File: config.mk
export PLATFORM = sky130hd
export DESIGN_NAME = gstcr_ctrl
export DESIGN_NICKNAME = d
export VERILOG_FILES = /design/src/rtl/core/gstcr_pkg.sv /design/src/rtl/core/gstcr_ctrl.sv
export SDC_FILE = /design/constraint.sdc
export NUM_CORES = 1
export LEC_CHECK = 0
export BUFFER_PORTS_ARGS = -buffer_cell sky130_fd_sc_hd__buf_2
export CAP_MARGIN = 20
export CORE_AREA = 4 4 43 45
export DETAILED_ROUTE_END_ITERATION = 12
export DIE_AREA = 0 0 47 49
export PLACE_DENSITY = 0.8
export SLEW_MARGIN = 10
export SYNTH_ARGS = -nofsm -noshare
export SYNTH_HDL_FRONTEND = slang
export SYNTH_SLANG_ARGS = --single-unit
File: constraint.sdc
create_clock -name clk -period 3.21 [get_ports clk]
set_input_delay 0.1605 -clock clk [delete_from_list [all_inputs] [get_ports clk]]
set_output_delay 0.1605 -clock clk [all_outputs]
set_load 0.05 [all_outputs]
File: src/rtl/core/gstcr_pkg.sv
// Package for the gradient stop table colour ramp.
// Holds sizes, the mode, status and state codes, and the payload structs.
package gstcr_pkg;

  localparam int MAX_STOPS = 16;
  localparam int IDX_W     = $clog2(MAX_STOPS);
  localparam int CNT_W     = $clog2(MAX_STOPS + 1);

  typedef enum logic [1:0] {
    MODE_ADD    = 2'd0,
    MODE_REMOVE = 2'd1,
    MODE_CHANGE = 2'd2,
    MODE_SAMPLE = 2'd3
  } mode_t;

  typedef enum logic [1:0] {
    ST_OK       = 2'd0,
    ST_USED     = 2'd1,
    ST_FULL     = 2'd2,
    ST_NOTFOUND = 2'd3
  } status_t;

  typedef struct packed {
    logic [1:0]  mode;
    logic [15:0] position;
    logic [31:0] stop_rgba;
  } in_word_t;

  typedef struct packed {
    logic [1:0] status;
    logic [7:0] red;
    logic [7:0] green;
    logic [7:0] blue;
    logic [7:0] alpha;
  } out_word_t;

  typedef enum logic [3:0] {
    S_IDLE,
    S_SCAN,
    S_READ,
    S_DECIDE,
    S_SHIFT_UP,
    S_SHIFT_DN,
    S_WRITE,
    S_DIV,
    S_DONE
  } state_t;

  // controller to datapath
  typedef struct packed {
    logic load;
    logic scan_step;
    logic rd_lo;      // read entries idx-1 and idx into holding regs
    logic sh_idx;     // shift pointer to the hit index (remove)
    logic shift_up;
    logic shift_dn;
    logic wr_new;     // write position and colour at idx
    logic wr_color;   // write colour only at idx
    logic cnt_inc;
    logic cnt_dec;
    logic div_start;
    logic div_step;
    logic done;
    logic [1:0] status;
    logic [1:0] res_sel;  // 0 zero, 1 gray, 2 stop colour, 3 blend
  } ctl_t;

  // datapath to controller
  typedef struct packed {
    logic scan_end;
    logic hit;
    logic full;
    logic empty;
    logic idx_zero;
    logic idx_end;
    logic up_end;     // upward shift has reached the insert index
    logic dn_end;     // downward shift has reached the last stop
    logic div_end;
  } sts_t;

  localparam logic [1:0] RS_ZERO  = 2'd0;
  localparam logic [1:0] RS_GRAY  = 2'd1;
  localparam logic [1:0] RS_STOP  = 2'd2;
  localparam logic [1:0] RS_BLEND = 2'd3;

endpackage

File: src/rtl/core/gstcr_ctrl.sv
// Controller state machine of the colour ramp.
// Depends on gstcr_pkg; drives the datapath through ctl_t, sees sts_t.
module gstcr_ctrl import gstcr_pkg::*; (
  input  logic     clk,
  input  logic     rst_n,
  input  logic     start,
  input  logic [1:0] mode,
  input  sts_t     sts,
  output ctl_t     ctl,
  output logic     busy
);

  state_t state_r, state_nxt;
  logic [1:0] mode_r;

  // state and latched mode
  always_ff @(posedge clk) begin
    if (!rst_n) begin
      state_r <= S_IDLE;
    end else begin
      state_r <= state_nxt;
    end
    if (state_r == S_IDLE && start) begin
      mode_r <= mode;
    end
  end

  assign busy = (state_r != S_IDLE);

  // next state and commands
  always_comb begin
    state_nxt = state_r;
    ctl = '0;
    case (state_r)
      S_IDLE: begin
        if (start) begin
          ctl.load = 1'b1;
          state_nxt = S_SCAN;
        end
      end
      S_SCAN: begin
        if (sts.scan_end) begin
          state_nxt = S_READ;
        end else begin
          ctl.scan_step = 1'b1;
        end
      end
      S_READ: begin
        ctl.rd_lo = 1'b1;
        state_nxt = S_DECIDE;
      end
      S_DECIDE: begin
        state_nxt = S_IDLE;
        ctl.done = 1'b1;
        ctl.status = ST_OK;
        ctl.res_sel = RS_ZERO;
        case (mode_r)
          MODE_ADD: begin
            if (sts.hit) begin
              ctl.status = ST_USED;
            end else if (sts.full) begin
              ctl.status = ST_FULL;
            end else begin
              ctl.done = 1'b0;
              state_nxt = S_SHIFT_UP;
            end
          end
          MODE_REMOVE: begin
            if (!sts.hit) begin
              ctl.status = ST_NOTFOUND;
            end else begin
              ctl.done = 1'b0;
              ctl.sh_idx = 1'b1;
              state_nxt = S_SHIFT_DN;
            end
          end
          MODE_CHANGE: begin
            if (!sts.hit) begin
              ctl.status = ST_NOTFOUND;
            end else begin
              ctl.wr_color = 1'b1;
            end
          end
          default: begin
            if (sts.empty) begin
              ctl.res_sel = RS_GRAY;
            end else if (sts.hit || sts.idx_zero || sts.idx_end) begin
              ctl.res_sel = RS_STOP;
            end else begin
              ctl.done = 1'b0;
              ctl.div_start = 1'b1;
              state_nxt = S_DIV;
            end
          end
        endcase
      end
      S_SHIFT_UP: begin
        if (sts.up_end) begin
          state_nxt = S_WRITE;
        end else begin
          ctl.shift_up = 1'b1;
        end
      end
      S_WRITE: begin
        ctl.wr_new = 1'b1;
        ctl.cnt_inc = 1'b1;
        ctl.done = 1'b1;
        ctl.status = ST_OK;
        ctl.res_sel = RS_ZERO;
        state_nxt = S_IDLE;
      end
      S_SHIFT_DN: begin
        if (sts.dn_end) begin
          ctl.cnt_dec = 1'b1;
          ctl.done = 1'b1;
          ctl.status = ST_OK;
          ctl.res_sel = RS_ZERO;
          state_nxt = S_IDLE;
        end else begin
          ctl.shift_dn = 1'b1;
        end
      end
      S_DIV: begin
        if (sts.div_end) begin
          state_nxt = S_DONE;
        end else begin
          ctl.div_step = 1'b1;
        end
      end
      S_DONE: begin
        ctl.done = 1'b1;
        ctl.status = ST_OK;
        ctl.res_sel = RS_BLEND;
        state_nxt = S_IDLE;
      end
      default: state_nxt = S_IDLE;
    endcase
  end

  // an item is never accepted while busy
  a_no_load_busy: assert property (@(posedge clk) disable iff (!rst_n)
    ctl.load |-> !busy) else $error("load while busy");
  // completion returns to idle
  a_done_idle: assert property (@(posedge clk) disable iff (!rst_n)
    ctl.done |=> !busy) else $error("done without idle");
  // shifts only for table edits
  a_shift_mode: assert property (@(posedge clk) disable iff (!rst_n)
    (ctl.shift_up || ctl.shift_dn) |-> (mode_r == MODE_ADD || mode_r == MODE_REMOVE))
    else $error("shift outside edit");

endmodule

; ---- Yosys cells after proc, flatten, opt, wreduce, memory -nomap -nowiden
; Cells that the tools add are included.
[classes]
n_reduce_logical = 9
n_eq_ne = 15
n_mux = 50
[ops]
columns = operator, count
row1 = 1-bit 2-to-1 mux, 28
row2 = 4-bit case mux with 7 select lines, 1
row3 = 4-bit 2-to-1 mux, 6
row4 = 5-bit case mux with 4 select lines, 1
row5 = 4-bit by 3-bit == test with 1-bit output (second input constant), 4
row6 = 2-bit 2-to-1 mux, 6
row7 = 3-bit 2-to-1 mux, 4
row8 = 4-bit case mux with 3 select lines, 1
row9 = 2-bit inequality test (second input constant), 5
row10 = 4-bit by 2-bit == test with 1-bit output (second input constant), 2
row11 = 5-bit 2-to-1 mux, 1
row12 = 5-bit AND reduction, 1
row13 = 4-bit by 1-bit == test with 1-bit output (second input constant), 1
row14 = 4-bit == test (second input constant), 1
row15 = 4-bit zero test, 1
row16 = 2-bit case mux with 2 select lines, 1
row17 = 4-bit nonzero test, 1
row18 = 1-bit case mux with 3 select lines, 1
row19 = 3-bit OR reduction, 1
row20 = 2-bit by 1-bit == test with 1-bit output (second input constant), 1
row21 = 2-bit == test (second input constant), 1
row22 = 2-bit zero test, 1
row23 = 1-bit logical OR, 2
row24 = 2-bit OR reduction, 1
row25 = 1-bit logical AND, 1
[word_totals]
inputBits = 14
output_inout_bits = 18
word_cells = 76
register_bits = 6

; ---- Depth between registers and ports, before layout
[logic_depth]
word_depth = 6
mapped_depth = 6
ltp_nobuf = 6

; ---- Worst setup path before layout
; Ideal clock, no wire load.
[synth_timing]
path_type = reg-to-reg
from = reg state_r[3]
to = reg mode_r[0] (enable)
path_slack_ns = 0.712
period_less_slack_ns = 2.498
setup_time_ns = 0.390
t_required_ns = 2.820
path_stages_with_launch = 5
arrival_ns = 2.108
n_path_buf = 1
cell_sequence = dfxtp_1 -> clkbuf_1 -> or3_1 -> nand2b_1 -> nor2_1
[synth_via]
elab_chain_cells = 2
[synth_lines]
columns = element, line_no
row1 = "start, declared", gstcr_ctrl.sv:13  ; state_t state_r, state_nxt;
row2 = "start signal, assigned", gstcr_ctrl.sv:21  ; state_r <= state_nxt;
row3 = 4-bit zero test, gstcr_ctrl.sv:23  ; if (state_r == S_IDLE && start) begin
row4 = 1-bit logical AND, gstcr_ctrl.sv:23
row5 = "end signal, assigned", gstcr_ctrl.sv:24  ; mode_r <= mode;
row6 = "end, declared", gstcr_ctrl.sv:14  ; logic [1:0] mode_r;
; Every way passes these cells.
; A chain may end at the register's enable or synchronous reset.

==> flow_summary.json <==
{
  "run_status": "complete, no violations",
  "cts_tree": "done",
  "critPathMaxFanout": 13,
  "stdcell_area_um2": 844.6,
  "fin_skew_ns": 0.002605,
  "drive_above_1_share_pct": 34.75,
  "synth_area_um2": 683.2,
  "synth_cell_type_count": 37,
  "dr.pass1.iters": 5,
  "ios": 32,
  "cp.arrival_ns": 1.87,
  "hold_violations": 0,
  "design.die.area_um2": 2303,
  "postCtsHoldBufs": 0,
  "clk_path_buf_depth": 2,
  "end_kind": "output port",
  "leakage_nw": 0.3956,
  "cap_violations": 0,
  "fp.coreArea_um2": 1471,
  "avgSynthCellArea_um2": 7.591,
  "yosysMostFrequentCell": "nor2_1",
  "viasPerCell": 5.679,
  "worstMarginPinSlew_ns": 0.4695,
  "start_util_pct": 46.43,
  "placed_area_um2": 818.3,
  "min_period_ns": 2.026,
  "vias": 761,
  "dp_hpwl_um": 1435,
  "netlist_instances": 90,
  "post-cts-setup-buffers": 0,
  "grt_pass1_vias": 660,
  "path_class": "flip-flop to output port",
  "routed_wl_um": 1768,
  "yosys.area.top_type": "dfxtp_1",
  "clkTransAtPathRegs_ns": 0.05,
  "ys_ff_latch": 6,
  "placed_cells": 130,
  "synth_edf_count": 2,
  "hold_path_class": "input pin to flip-flop",
  "finalNetCount": 137,
  "drc_errors": 0,
  "power_mw": 0.2870,
  "grt_remaining_overflow": 0,
  "cts_buffers": 3,
  "ys_top_cells_by_area": "dfxtp_1, edfxtp_1, ha_1",
  "numClockSinks": 6,
  "setup_viol": 0,
  "htree_levels": 1,
  "area_delta_synth_final_pct": 23.63,
  "slew_viol_final": 0,
  "io_buffers": 31,
  "grt_first_pass_wirelength_um": 2739,
  "fin_setup_tns_ns": 0,
  "max_slew_margin_pct": 68.66,
  "grt_usage_pct": 15.25,
  "drtIter0Drc": 20,
  "antenna_found_initial": 0,
  "syn_nets": 108,
  "rsz0062_at_grt": "false",
  "clk_latency_ns": 0.24,
  "wl_per_cell_um": 13.19,
  "seq_area_frac_synth_pct": 20.51,
  "clock_tree.root_cell": "clkbuf_4",
  "whs_ns": 0.09083,
  "ys.flop_type": "dfxtp_1",
  "stdcell_count": 134,
  "powerDensity_nw_per_um2": 339.8,
  "vdd_drop_max_v": 0.0002492,
  "fmax_mhz": 493.6,
  "crit_path_start_kind": "flip-flop",
  "cts_resized": 0,
  "yosysTopAreaCellShare_pct": 11.72,
  "period_share_pct": 63.11,
  "synthArstFlopShare_pct": 0,
  "row_count": 14,
  "synthTopCellsByCount": "nor2_1, inv_1, a21oi_1, nor3_1",
  "grt_max_degree": 17,
  "crit_required_ns": 3.05,
  "diodes": 0,
  "gp_congestion": 0.7879,
  "die_y_um": 49,
  "die_w_um": 47,
  "yosys_warnings": 0,
  "antenna_left": 0
}
state kept, by name, indices dropped and copies added (netlist names):
name / flops
mode_r: 2
state_r: 4
metal layers:
layer / global-route usage [%] / routed length, um
met3: 2.214 / 97
met4: 4.147 / 10
met5: 0 / 0
met1: 20.62 / 781
met2: 24.43 / 879
area by class of cell:
type / instances / area (um^2)
Fill cell: 150 / 626.9
Multi-Input combinational cell: 69 / 473.0
Timing Repair Buffer: 31 / 155.1
Sequential cell: 6 / 140.1
Inverter: 8 / 30.03
Clock buffer: 4 / 26.28
Tap cell: 16 / 20.02
cells in the final DEF (no fill, tap or decap), types with 2 or more instances in the layout:
cell type and count:
nor2_1 8, edfxtp_1 2, o21ai_1 3, nand2_1 5, o21ai_0 3, ha_1 4, clkbuf_4 3, a211oi_1 2
o211ai_1 2, inv_1 7, a21oi_1 6, nor4_1 4, nor3_1 6, mux2i_1 3, buf_2 31, dfxtp_1 4
nand2b_1 5, or3_1 2
through the flow:
step | util, % | worst slack, ns
2_1_floorplan | - | 0.7123
3_3_place_gp | 55.61 | 1.500
3_5_place_dp | 55.61 | 1.449
4_1_cts | 57.40 | 1.199
5_1_grt | 57.40 | 1.038
6_report | 57.40 | 1.184
final timing paths:
kind / from / endpoint / slack (ns) / depth (start not counted)
worst max-delay path: state_r[1] / ctl[6] / 1.18 / 3
worst min register to register: state_r[0] / state_r[0] / 0.62 / 2
worst max register to register: mode_r[1] / state_r[2] / 1.44 / 6
worst min-delay path: mode[0] / mode_r[0] / 0.09 / 1
worst max-delay path, stage by stage (launching register included):
cell and delay [ns]:
dfxtp_1 0.59, nand4bb_1 0.39, nor3_2 0.33, buf_2 0.30
report_power, final:
group	internal, mW	switching [mW]	total [mW]
Clock	0.0472	0.0288	0.0760
Sequential	0.0852	0.0121	0.0972
Combinational	0.0383	0.0754	0.114
logic make-up after synthesis:
kind of cell,synth area share (%)
and+or+nand+nor,34.98
muxes,4.396
adders and majority gates,7.326
buffers and inverters,10.26
DFF,20.51
AOI/OAI and AO/OA,22.53
Note: power is estimated with default switching activity, not from simulation.
